$ cat config.mk
export PLATFORM = sky130hd
export DESIGN_NAME = ile_cell
export DESIGN_NICKNAME = d
export VERILOG_FILES = /design/src/hw/rtl/ile_pkg.sv /design/src/hw/rtl/ile_cell.sv
export SDC_FILE = /design/constraint.sdc
export NUM_CORES = 1
export LEC_CHECK = 0
export ABC_CLOCK_PERIOD_IN_PS = 5110
export BUFFER_PORTS_ARGS = -buffer_cell sky130_fd_sc_hd__buf_2
export CORE_MARGIN = 2
export CORE_UTILIZATION = 48
export DETAILED_ROUTE_END_ITERATION = 10
export PLACE_DENSITY = 0.95
export SYNTH_ARGS = -nofsm -noshare
export SYNTH_HDL_FRONTEND = slang
export SYNTH_SLANG_ARGS = --single-unit
$ cat constraint.sdc
create_clock -name clk -period 5.11 [get_ports clk]
set_clock_uncertainty 0.05 [all_clocks]
set_input_delay 1.022 -clock clk [delete_from_list [all_inputs] [get_ports clk]]
set_output_delay 1.022 -clock clk [all_outputs]
set_load 0.02 [all_outputs]
$ cat src/hw/rtl/ile_pkg.sv
// Shared types and constants for the indexed list engine.
// Used by ile_cell, indexed_list_engine_core, ile_list_checker and testbench. No other dependencies.
`timescale 1ns / 1ps
`default_nettype none

package ile_pkg;

    // Field widths of the request and response
    localparam int CMD_W    = 3;
    localparam int POS_W    = 7;
    localparam int DATA_W   = 32;
    localparam int STATUS_W = 2;
    localparam int COUNT_W  = 7;

    // List size limits; the control position covers the largest list
    localparam int CAPACITY_DEFAULT = 64;
    localparam int CAPACITY_MAX     = 1024;
    localparam int CTRL_POS_W       = $clog2(CAPACITY_MAX + 1);

    // Command codes
    typedef enum logic [CMD_W-1:0] {
        CMD_GET  = 3'd0,
        CMD_HEAD = 3'd1,
        CMD_TAIL = 3'd2,
        CMD_AT   = 3'd3,
        CMD_DEL  = 3'd4
    } cmd_e;

    // Status codes
    typedef enum logic [STATUS_W-1:0] {
        ST_OK    = 2'd0,
        ST_RANGE = 2'd1,
        ST_FULL  = 2'd2
    } status_e;

    typedef struct packed {
        logic [CMD_W-1:0]         cmd;
        logic [POS_W-1:0]         position;
        logic signed [DATA_W-1:0] value;
    } req_t;

    typedef struct packed {
        logic signed [DATA_W-1:0] read_value;
        logic [STATUS_W-1:0]      status;
        logic [COUNT_W-1:0]       count;
    } rsp_t;

    // Control broadcast to every cell of the chain
    typedef struct packed {
        logic                     load;   // a request is accepted this cycle
        logic                     ins;    // shift up from pos, write value at pos
        logic                     del;    // shift down from pos
        logic                     rd;     // capture the entry at pos
        logic [CTRL_POS_W-1:0]    pos;
        logic [DATA_W-1:0]        value;
    } cell_ctrl_t;

endpackage

`default_nettype wire

$ cat src/hw/rtl/ile_cell.sv
// One storage cell of the list chain: holds one entry and its read term.
// Depends on ile_pkg for the control struct and widths.
`timescale 1ns / 1ps
`default_nettype none

module ile_cell #(
    parameter int IDX = 0
) (
    input  wire logic                     clk,
    input  wire ile_pkg::cell_ctrl_t      ctrl,
    input  wire logic [ile_pkg::DATA_W-1:0] prev_value,
    input  wire logic [ile_pkg::DATA_W-1:0] next_value,
    output logic [ile_pkg::DATA_W-1:0]    value,
    output logic [ile_pkg::DATA_W-1:0]    rd_term
);

    localparam logic [ile_pkg::CTRL_POS_W-1:0] MY_IDX = ile_pkg::CTRL_POS_W'(IDX);

    logic [ile_pkg::DATA_W-1:0] value_reg;
    logic [ile_pkg::DATA_W-1:0] value_next;
    logic [ile_pkg::DATA_W-1:0] rd_term_reg;
    logic [ile_pkg::DATA_W-1:0] rd_term_next;
    logic                       at_pos;
    logic                       above_pos;

    assign at_pos    = (MY_IDX == ctrl.pos);
    assign above_pos = (MY_IDX > ctrl.pos);

    // Entry update: insert pulls from the lower neighbor, delete from the upper
    always_comb
    begin
        value_next = value_reg;
        if (ctrl.ins)
        begin
            if (at_pos)
                value_next = ctrl.value;
            else if (above_pos)
                value_next = prev_value;
        end
        else if (ctrl.del)
        begin
            if (at_pos || above_pos)
                value_next = next_value;
        end
    end

    // Read term, set on each accepted request: this cell's entry when it is the one asked for, else zero
    always_comb
    begin
        rd_term_next = rd_term_reg;
        if (ctrl.load)
            rd_term_next = (ctrl.rd && at_pos) ? value_reg : '0;
    end

    always_ff @(posedge clk)
    begin
        value_reg   <= value_next;
        rd_term_reg <= rd_term_next;
    end

    assign value   = value_reg;
    assign rd_term = rd_term_reg;

endmodule

`default_nettype wire

==> results of run 1 <==
-- metal layers --
layer	vias up	wire length (um)	track usage, %
li1	1023	-	-
met1	1040	2650	22.3
met2	76	4190	38.6
met3	12	376	4.92
met4	0	153	9.24
met5	-	0	0
-- power by group --
| part | internal [mW] | switching, mW | total [mW] |
|---|---|---|---|
| Clock | 0.273 | 0.190 | 0.463 |
| Sequential | 0.585 | 0.00163 | 0.587 |
| Combinational | 0.0769 | 0.0475 | 0.124 |
| Total | 0.935 | 0.239 | 1.17 |
-- Yosys cell counts (all sizes together) --
master  instances  area [um2]
clkbuf          3        15.0
and4            1        8.76
and2           32         200
nor4            2        42.5
o2111a          1        11.3
nor3            1        5.00
nor4b           1        15.0
edfxtp         64        1920
mux2           64         833
buf             7        53.8
nand3           1        10.0
-- cell type report --
cell class	instances	area [um2]
clock buffer	10	128
clock inverter	6	83.8
fill	497	2070
multi-input combinational	103	1130
sequential	64	1920
tap	77	96.3
timing repair buffer	177	891
-- cell usage in the layout (no fill, tap or decap), drive strengths merged --
cell type	n
buf	177
edfxtp	64
mux2	64
and2	32
clkbuf	10
clkinv	4
nor4	2
bufinv	2
nor4b	1
nand3	1
nor3	1
o2111a	1
and4	1
-- through the flow --
step | power (mW) | hold WS [ns] | instance area (um2) | instances
3_5_place_dp | 0.723 | 0.478 | 4040 | 421
3_3_place_gp | 0.717 | 0.477 | 4040 | 421
2_1_floorplan | 0.663 | 0.634 | 3120 | 177
6_report | 1.17 | 0.480 | 4250 | 437
5_1_grt | 1.22 | 0.526 | 4250 | 437
4_1_cts | 1.18 | 0.487 | 4250 | 437
-- worst paths after layout --
kind | start | end | slack [ns] | cells past startpoint
hold / removal | value[17] | rd_term[17] | 0.48 | 1
setup reg to reg | value[13] | rd_term[13] | 4.22 | 1
setup / recovery | ctrl[45] | value[26] | 2.35 | 5
hold reg to reg | value[17] | rd_term[17] | 0.48 | 1
-- logic make-up after synthesis --
logic type      count (synthesis)
compound gates                  1
buf+inv                        10
flops                          64
mux                            64
simple gates                   38
==> key figures, run 1 <==
Detailed routing
  • Final ANT Viol Nets: 0
  • DRT iter0 DRCs: 89
  • Total number of vias: 2,151
  • Drc violations: 0
  • DRT Wirelength: 7.37 mm
  • WL/cell: 16.9 um
  • Detailed Routing Iterations Pass 1: 4
  • Via density: 4.92

Clock network
  • CTS root buffer: clkbuf_8
  • Worst skew pair latency: 0.33 ns
  • Post-CTS setup buffer count: 0
  • CTS clk-pin slew, worst paths: 0.07 ns
  • Htree depth: 3
  • Clock Path Buffers: 2
  • CTS tree: done
  • Cts hold-fix bufs: 0
  • CTS sink cnt: 64
  • Post_cts resized: 0
  • CTS Buf Count: 9

Global route
  • First-pass GRT wire length: 11.2 mm
  • Largest net degree at the start of global routing: 35
  • Number of global-route vias before repair: 2,328
  • Grt ovf: 0
  • Initial antenna violation count: 0
  • Total track usage: 20.8%

Floorplan
  • Die height: 84.6 um
  • Core area: 0.00631 mm2
  • Num rows: 29
  • I/O pins: 176
  • Initial Util: 49.4%
  • Die width: 84.6 um
  • Die area: 0.00715 mm2

STA
  • Fin. max-slew vios: 0
  • Final setup TNS: 0 ns
  • Final Worst Setup Slack: 2.35 ns
  • Final period util: 53.9%
  • Slew @ Worst Pin: 0.926 ns
  • Max-Slew Margin vs Limit: 38.2%
  • Final setup viols: 0
  • RSZ-0062 raised after global routing: no
  • Tmin final: 2.76 ns
  • Final Hold Fails: 0
  • Fmax: 363 MHz

Synth
  • Synth Instances: 177
  • Compound-Gate Fraction of Synth Area: 0.361%
  • Mux share of post-synthesis cell area: 26.7%
  • Synth Warn #: 0
  • Flops & latches, synth: 64
  • Syn nets: 289
  • Largest family of logic cells by synthesized area: multiplexers
  • Adder-cell share of the synthesized area: 0%
  • Register area share after synthesis: 61.7%
  • Library cells used by synthesis: 13
  • Avg Cell Area, Syn: 17.6 um2
  • Post-Syn Area: 0.00312 mm2
  • Simple-Gate Fraction of Synth Area: 9.03%
  • Synth Area in XOR/XNOR: 0%

Final layout
  • Fraction of layout cells with a size suffix above 1: 72.2%
  • ANT cells: 0
  • # nets final: 467
  • Final core utilization: 67.3%
  • Area Growth Syn to Fin: 36.3%

Placement
  • Final RePlAce weighted congestion: 0.802
  • Port buffer count: 175
  • Dpl ws: 1.98 ns
  • Hpwl dp: 5.61 mm

Setup path
  • Crit end category: flop
  • Slowest cell on the critical path: buf_2
  • WP buf/inv: 2
  • CP cell instances: buf_2 > nor4b_2 > nand3_2 > buf_4 > mux2_4
  • Largest stage delay, worst path: 0.57 ns
  • CP Data Arrival Time: 2.78 ns
  • Element type at the critical path start: primary input
  • CP max FO: 34
  • Setup CP Type: in -> reg
  • Critical Path RT: 5.14 ns
  • Crit path max-delay family: buffers and inverters

Power and ir drop
  • Peak VDD IR: 0.000179 V
  • Leak pwr: 2.00 nW
  • Pwr Density: 276 mW/mm2

Hold path
  • Worst Hold Class: reg -> reg

Outcome
  • Status: completed

Job
  • Max cap viols: 0
Power figures use the tool's default switching activity.
==> run 2, diff against run 1 <==
--- a/config.mk
+++ b/config.mk
@@ -5,12 +5,12 @@
 export SDC_FILE = /design/constraint.sdc
 export NUM_CORES = 1
 export LEC_CHECK = 0
-export ABC_CLOCK_PERIOD_IN_PS = 5110
+export ABC_CLOCK_PERIOD_IN_PS = 2800
 export BUFFER_PORTS_ARGS = -buffer_cell sky130_fd_sc_hd__buf_2
 export CORE_MARGIN = 2
-export CORE_UTILIZATION = 48
+export CORE_UTILIZATION = 44
 export DETAILED_ROUTE_END_ITERATION = 10
-export PLACE_DENSITY = 0.95
+export PLACE_DENSITY = 0.92
 export SYNTH_ARGS = -nofsm -noshare
 export SYNTH_HDL_FRONTEND = slang
 export SYNTH_SLANG_ARGS = --single-unit
==> constraint.sdc (replaced) <==
create_clock -name clk -period 2.8 [get_ports clk]
set_clock_uncertainty 0.05 [all_clocks]
set_input_delay 0.56 -clock clk [delete_from_list [all_inputs] [get_ports clk]]
set_output_delay 0.56 -clock clk [all_outputs]
set_load 0.02 [all_outputs]
==> key figures, run 2 (synthesis gave the netlist of run 1 again) <==
STA
  • Fin. max-slew vios: 0 (unchanged)
  • Final setup viols: 0 (unchanged)
  • Final Hold Fails: 0 (unchanged)
  • RSZ-0062 raised after global routing: no (unchanged)
  • Fmax: 559 MHz
  • Tmin final: 1.79 ns
  • Final setup TNS: 0 ns (unchanged)
  • Max-Slew Margin vs Limit: 50.2% (was 38.2%)
  • Slew @ Worst Pin: 0.747 ns (was 0.926 ns)
  • Worst Hold Slack: 0.478 ns (was 0.480 ns)
  • Final period util: 63.9%

Power and ir drop
  • Clock power frac: 32.8% (was 39.4%)
  • Pwr Density: 458 mW/mm2 (was 276 mW/mm2)
  • Share of total power in sequential cells: 55.3% (was 50.0%)
  • Gate power share: 11.9% (was 10.6%)
  • Sw Ratio: 21.7% (was 20.4%)
  • Psw: 421 uW (was 239 uW)
  • Leak pwr: 1.98 nW (was 2.00 nW)
  • Pint: 1.52 mW (was 935 uW)
  • Peak VDD IR: 0.000185 V (was 0.000179 V)

Clock network
  • CTS tree: done (unchanged)
  • Clock Path Buffers: 2 (unchanged)
  • CTS Buf Count: 9 (unchanged)
  • CTS sink cnt: 64 (unchanged)
  • CTS root buffer: clkbuf_8 (unchanged)
  • Cts hold-fix bufs: 0 (unchanged)
  • Post_cts resized: 0 (unchanged)
  • Worst skew pair latency: 0.33 ns (about the same)
  • CTS clk-pin slew, worst paths: 0.07 ns (about the same)
  • Post-CTS setup buffer count: 0 (unchanged)
  • Htree depth: 3 (unchanged)

Setup path
  • Crit path max-delay family: buffers and inverters (unchanged)
  • Critical Path RT: 2.82 ns (was 5.14 ns)
  • Slowest cell on the critical path: mux2_4 (was buf_2)
  • Element type at the critical path start: primary input (unchanged)
  • CP Data Arrival Time: 1.81 ns (was 2.78 ns)
  • CP cell instances: buf_2 > nor4_4 > nand3_2 > buf_4 > mux2_4 (was buf_2 > nor4b_2 > nand3_2 > buf_4 > mux2_4)
  • Largest stage delay, worst path: 0.37 ns (was 0.57 ns)
  • Setup CP Type: in -> reg (unchanged)
  • WP buf/inv: 2 (unchanged)
  • CP max FO: 32 (was 34)
  • Crit end category: flop (unchanged)

Floorplan
  • Num rows: 30 (was 29)
  • I/O pins: 176 (unchanged)
  • Core area: 0.00683 mm2 (was 0.00631 mm2)
  • Initial Util: 45.6% (was 49.4%)
  • Die height: 88.2 um (was 84.6 um)
  • Die area: 0.00777 mm2 (was 0.00715 mm2)
  • Die width: 88.2 um (was 84.6 um)

Global route
  • Largest net degree at the start of global routing: 34 (was 35)
  • Number of global-route vias before repair: 2,248 (was 2,328)
  • Initial antenna violation count: 0 (unchanged)
  • First-pass GRT wire length: 10.5 mm (was 11.2 mm)
  • Grt met3 use: 4.24% (was 4.92%)
  • Total track usage: 18.3% (was 20.8%)
  • Grt ovf: 0 (unchanged)
  • Met1 Use GR: 20.0% (was 22.3%)
  • GRT busiest layer: met2 (unchanged)
  • Met2 usage: 33.4% (was 38.6%)

Final layout
  • Most frequent cells in the layout: buf_2, edfxtp_1, mux2_2 (unchanged)
  • Reg area: 0.00192 mm2 (unchanged)
  • Area Growth Syn to Fin: 35.6% (was 36.3%)
  • Commonest non-fill, non-tap cell in the layout: buf_2 (unchanged)
  • Fraction of layout cells with a size suffix above 1: 71.7% (was 72.2%)
  • Multi-input logic area: 0.00113 mm2 (unchanged)
  • # nets final: 469 (was 467)
  • Layout fillers: 556 (was 497)
  • Post-route insts no fill: 457 (was 437)
  • ANT cells: 0 (unchanged)

Detailed routing
  • Final ANT Viol Nets: 0 (unchanged)
  • Detailed Routing Iterations Pass 1: 4 (unchanged)
  • Via density: 4.67 (was 4.92)
  • DRT iter0 DRCs: 53 (was 89)
  • DRT Wirelength: 7.10 mm (was 7.37 mm)
  • Drc violations: 0 (unchanged)
  • Total number of vias: 2,133 (was 2,151)
  • WL/cell: 15.5 um (was 16.9 um)

Placement
  • Hpwl dp: 5.30 mm (was 5.61 mm)
  • Port buffer count: 175 (unchanged)
  • Final RePlAce weighted congestion: 0.766 (was 0.802)
  • Placed Cells: 442 (was 421)

Hold path
  • Worst Hold Class: in -> reg (was reg -> reg)

Job
  • Max cap viols: 0 (unchanged)

Outcome
  • Status: completed (unchanged)
-- run 2: cell type report --
type                            count  area share (%)
Multi-Input combinational cell    103            26.6
Clock inverter                      5           0.592
Sequential cell                    64            45.5
Timing Repair Buffer              179            21.4
Clock buffer                       10            3.02
Tap cell                           96            2.84
-- run 2: worst paths after layout --
| check | end | slack, ns | cells past startpoint | start |
|---|---|---|---|---|
| max | value[29] | 1.01 | 5 | ctrl[34] |
| min | value[15] | 0.48 | 2 | ctrl[15] |
| max reg2reg | rd_term[11] | 1.94 | 1 | value[11] |
| min reg2reg | rd_term[5] | 0.50 | 1 | value[5] |
-- run 2: per-layer routing --
layer / vias up / wire (um)
met5: - / 0
met4: 0 / 171
met3: 15 / 441
met2: 100 / 3860
met1: 992 / 2620
li1: 1026 / -
-- run 2: power groups by stage --
stage	Clock, mW	Sequential (mW)	Combinational [mW]
after global routing	0.697	1.07	0.247
after CTS	0.652	1.07	0.232
final	0.636	1.07	0.230
after global placement	0	1.09	0.222
after floorplan	0	1.11	0.100
after detailed placement	0	1.09	0.230
-- run 2: stage by stage --
step / power, mW / setup WS [ns] / utilization, % / cell area (um2)
finish: 1.94 / 1.01 / 61.9 / 4230
global route: 2.02 / 0.940 / 61.9 / 4230
CTS: 1.96 / 1.02 / 61.9 / 4230
detailed placement: 1.32 / 0.671 / 59.6 / 4070
global placement: 1.31 / 0.728 / 59.6 / 4070
floorplan: 1.21 / 0.554 / - / 3120
==> run 3, diff against run 2 <==
--- a/config.mk
+++ b/config.mk
@@ -5,12 +5,12 @@
 export SDC_FILE = /design/constraint.sdc
 export NUM_CORES = 1
 export LEC_CHECK = 0
-export ABC_CLOCK_PERIOD_IN_PS = 2800
+export ABC_CLOCK_PERIOD_IN_PS = 1550
 export BUFFER_PORTS_ARGS = -buffer_cell sky130_fd_sc_hd__buf_2
 export CORE_MARGIN = 2
-export CORE_UTILIZATION = 44
+export CORE_UTILIZATION = 40
 export DETAILED_ROUTE_END_ITERATION = 10
-export PLACE_DENSITY = 0.92
+export PLACE_DENSITY = 0.89
 export SYNTH_ARGS = -nofsm -noshare
 export SYNTH_HDL_FRONTEND = slang
 export SYNTH_SLANG_ARGS = --single-unit
==> constraint.sdc (replaced) <==
create_clock -name clk -period 1.55 [get_ports clk]
set_clock_uncertainty 0.05 [all_clocks]
set_input_delay 0.31 -clock clk [delete_from_list [all_inputs] [get_ports clk]]
set_output_delay 0.31 -clock clk [all_outputs]
set_load 0.02 [all_outputs]
==> key figures, run 3 (synthesis gave the netlist of run 1 again) <==
Placement
  • Placed Cells: 452 (was 442)
  • Final RePlAce weighted congestion: 0.774 (was 0.766)
  • Placement Cell Area: 0.00420 mm2 (was 0.00407 mm2)
  • Hpwl dp: 5.46 mm (was 5.30 mm)
  • Port buffer count: 175 (unchanged)

Global route
  • Largest net degree at the start of global routing: 34 (unchanged)
  • Total track usage: 16.4% (was 18.3%)
  • Grt ovf: 0 (unchanged)
  • Initial antenna violation count: 0 (unchanged)
  • First-pass GRT wire length: 10.4 mm (was 10.5 mm)
  • Number of global-route vias before repair: 2,248 (unchanged)

Final layout
  • Layout fillers: 631 (was 556)
  • Area Growth Syn to Fin: 41.3% (was 35.6%)
  • Final instance area: 0.00441 mm2 (was 0.00423 mm2)
  • # nets final: 473 (was 469)
  • Fraction of layout cells with a size suffix above 1: 72.9% (was 71.7%)
  • Post-route insts no fill: 467 (was 457)
  • Commonest non-fill, non-tap cell in the layout: buf_2 (unchanged)
  • ANT cells: 0 (unchanged)
  • Most frequent cells in the layout: buf_2, edfxtp_1, mux2_2 (unchanged)

Power and ir drop
  • Pwr Density: 879 mW/mm2 (was 458 mW/mm2)
  • Leak pwr: 2.05 nW (was 1.98 nW)
  • Tot Pwr: 3.87 mW (was 1.94 mW)
  • Peak VDD IR: 0.000441 V (was 0.000185 V)

STA
  • Fin. max-slew vios: 0 (unchanged)
  • Max-Slew Margin vs Limit: 83.8% (was 50.2%)
  • Tmin final: 1.41 ns
  • Final setup viols: 0 (unchanged)
  • Fmax: 711 MHz
  • Final period util: 90.8%
  • Final Hold Fails: 0 (unchanged)
  • Slew @ Worst Pin: 0.242 ns (was 0.747 ns)
  • RSZ-0062 raised after global routing: no (unchanged)
  • Worst Hold Slack: 0.234 ns (was 0.478 ns)

Detailed routing
  • Detailed Routing Iterations Pass 1: 4 (unchanged)
  • Drc violations: 0 (unchanged)
  • Via density: 4.62 (was 4.67)
  • Total number of vias: 2,159 (was 2,133)
  • Final ANT Viol Nets: 0 (unchanged)
  • WL/cell: 15.1 um (was 15.5 um)
  • DRT iter0 DRCs: 76 (was 53)
  • DRT Wirelength: 7.06 mm (was 7.10 mm)

Clock network
  • Post_cts resized: 0 (unchanged)
  • CTS Buf Count: 9 (unchanged)
  • Htree depth: 3 (unchanged)
  • Worst skew pair latency: 0.32 ns (was 0.33 ns)
  • Cts hold-fix bufs: 0 (unchanged)
  • Clock Path Buffers: 2 (unchanged)
  • CTS clk-pin slew, worst paths: 0.07 ns (about the same)
  • CTS sink cnt: 64 (unchanged)
  • CTS tree: done (unchanged)
  • CTS root buffer: clkbuf_8 (unchanged)
  • Post-CTS setup buffer count: 0 (unchanged)

Setup path
  • CP Data Arrival Time: 1.42 ns (was 1.81 ns)
  • Reg2reg setup slack: 0.69 ns (was 1.94 ns)
  • Setup CP Type: in -> reg (unchanged)
  • Element type at the critical path start: primary input (unchanged)
  • Critical Path RT: 1.57 ns (was 2.82 ns)
  • Worst reg2reg endpoint: rd_term[12] (was rd_term[11])
  • Crit end category: flop (unchanged)
  • CP max FO: 32 (unchanged)
  • FF-to-FF path depth: 1 (unchanged)
  • FF-to-FF Start: value[12] (was value[11])

Floorplan
  • Num rows: 32 (was 30)
  • Die area: 0.00851 mm2 (was 0.00777 mm2)
  • Core area: 0.00765 mm2 (was 0.00683 mm2)
  • Die width: 92.3 um (was 88.2 um)
  • Initial Util: 40.8% (was 45.6%)
  • Die height: 92.3 um (was 88.2 um)
  • I/O pins: 176 (unchanged)

Hold path
  • Hold Path Sink: value[17] (was value[15])
  • Worst Hold Class: in -> reg (unchanged)
  • Cells on Worst Hold Path: 2 (unchanged)
  • HP Start: ctrl[17] (was ctrl[15])

Outcome
  • Status: completed (unchanged)

Job
  • Max cap viols: 0 (unchanged)
run 3: per-layer routing:
metal,track usage (%),part of all wire [%],up-vias
li1,-,-,1039
met1,16.8,37,1023
met2,31.6,56,91
met3,4.52,6.2,6
met4,5.85,1.2,0
met5,0,0,-
run 3: worst max-delay path, stage by stage:
cell     delay (ns)
buf_2          0.11
nor4_4         0.30
nand3_2        0.13
buf_12         0.22
mux2_4         0.33
run 3: worst max-delay path by stage:
stage / start / end / slack, ns / cells after the start
final: ctrl[34] / value[19] / 0.14 / 5
after floorplan: ctrl[41] / value[0] / -0.1 / 2
after global placement: ctrl[34] / value[12] / -0.13 / 5
after detailed placement: ctrl[34] / value[25] / -0.18 / 5
after CTS: ctrl[34] / value[25] / 0.17 / 5
after global routing: ctrl[34] / value[13] / 0.13 / 5
run 3: cell type report:
type	count	area, um2	share of cell area (%)
Clock inverter	6	85.1	1.93
Clock buffer	9	124	2.81
Timing Repair Buffer	183	1010	22.9
Tap cell	102	128	2.90
Sequential cell	64	1920	43.6
Multi-Input combinational cell	103	1140	25.8
run 3: where the power goes:
part	leakage [nW]	internal [mW]	switching (mW)
combinational	1.32	0.267	0.163
sequential	0.631	1.93	0.00498
clock	0.103	0.891	0.617
total	2.05	3.09	0.785
run 3: per-stage QoR:
| stage | utilization, % | setup slack [ns] | TNS, ns |
|---|---|---|---|
| after floorplan | - | -0.0953 | -3.90 |
| after global placement | 54.9 | -0.132 | -8.61 |
| after detailed placement | 54.9 | -0.181 | -11.65 |
| after CTS | 57.6 | 0.172 | 0 |
| after global routing | 57.6 | 0.135 | 0 |
| final | 57.6 | 0.143 | 0 |
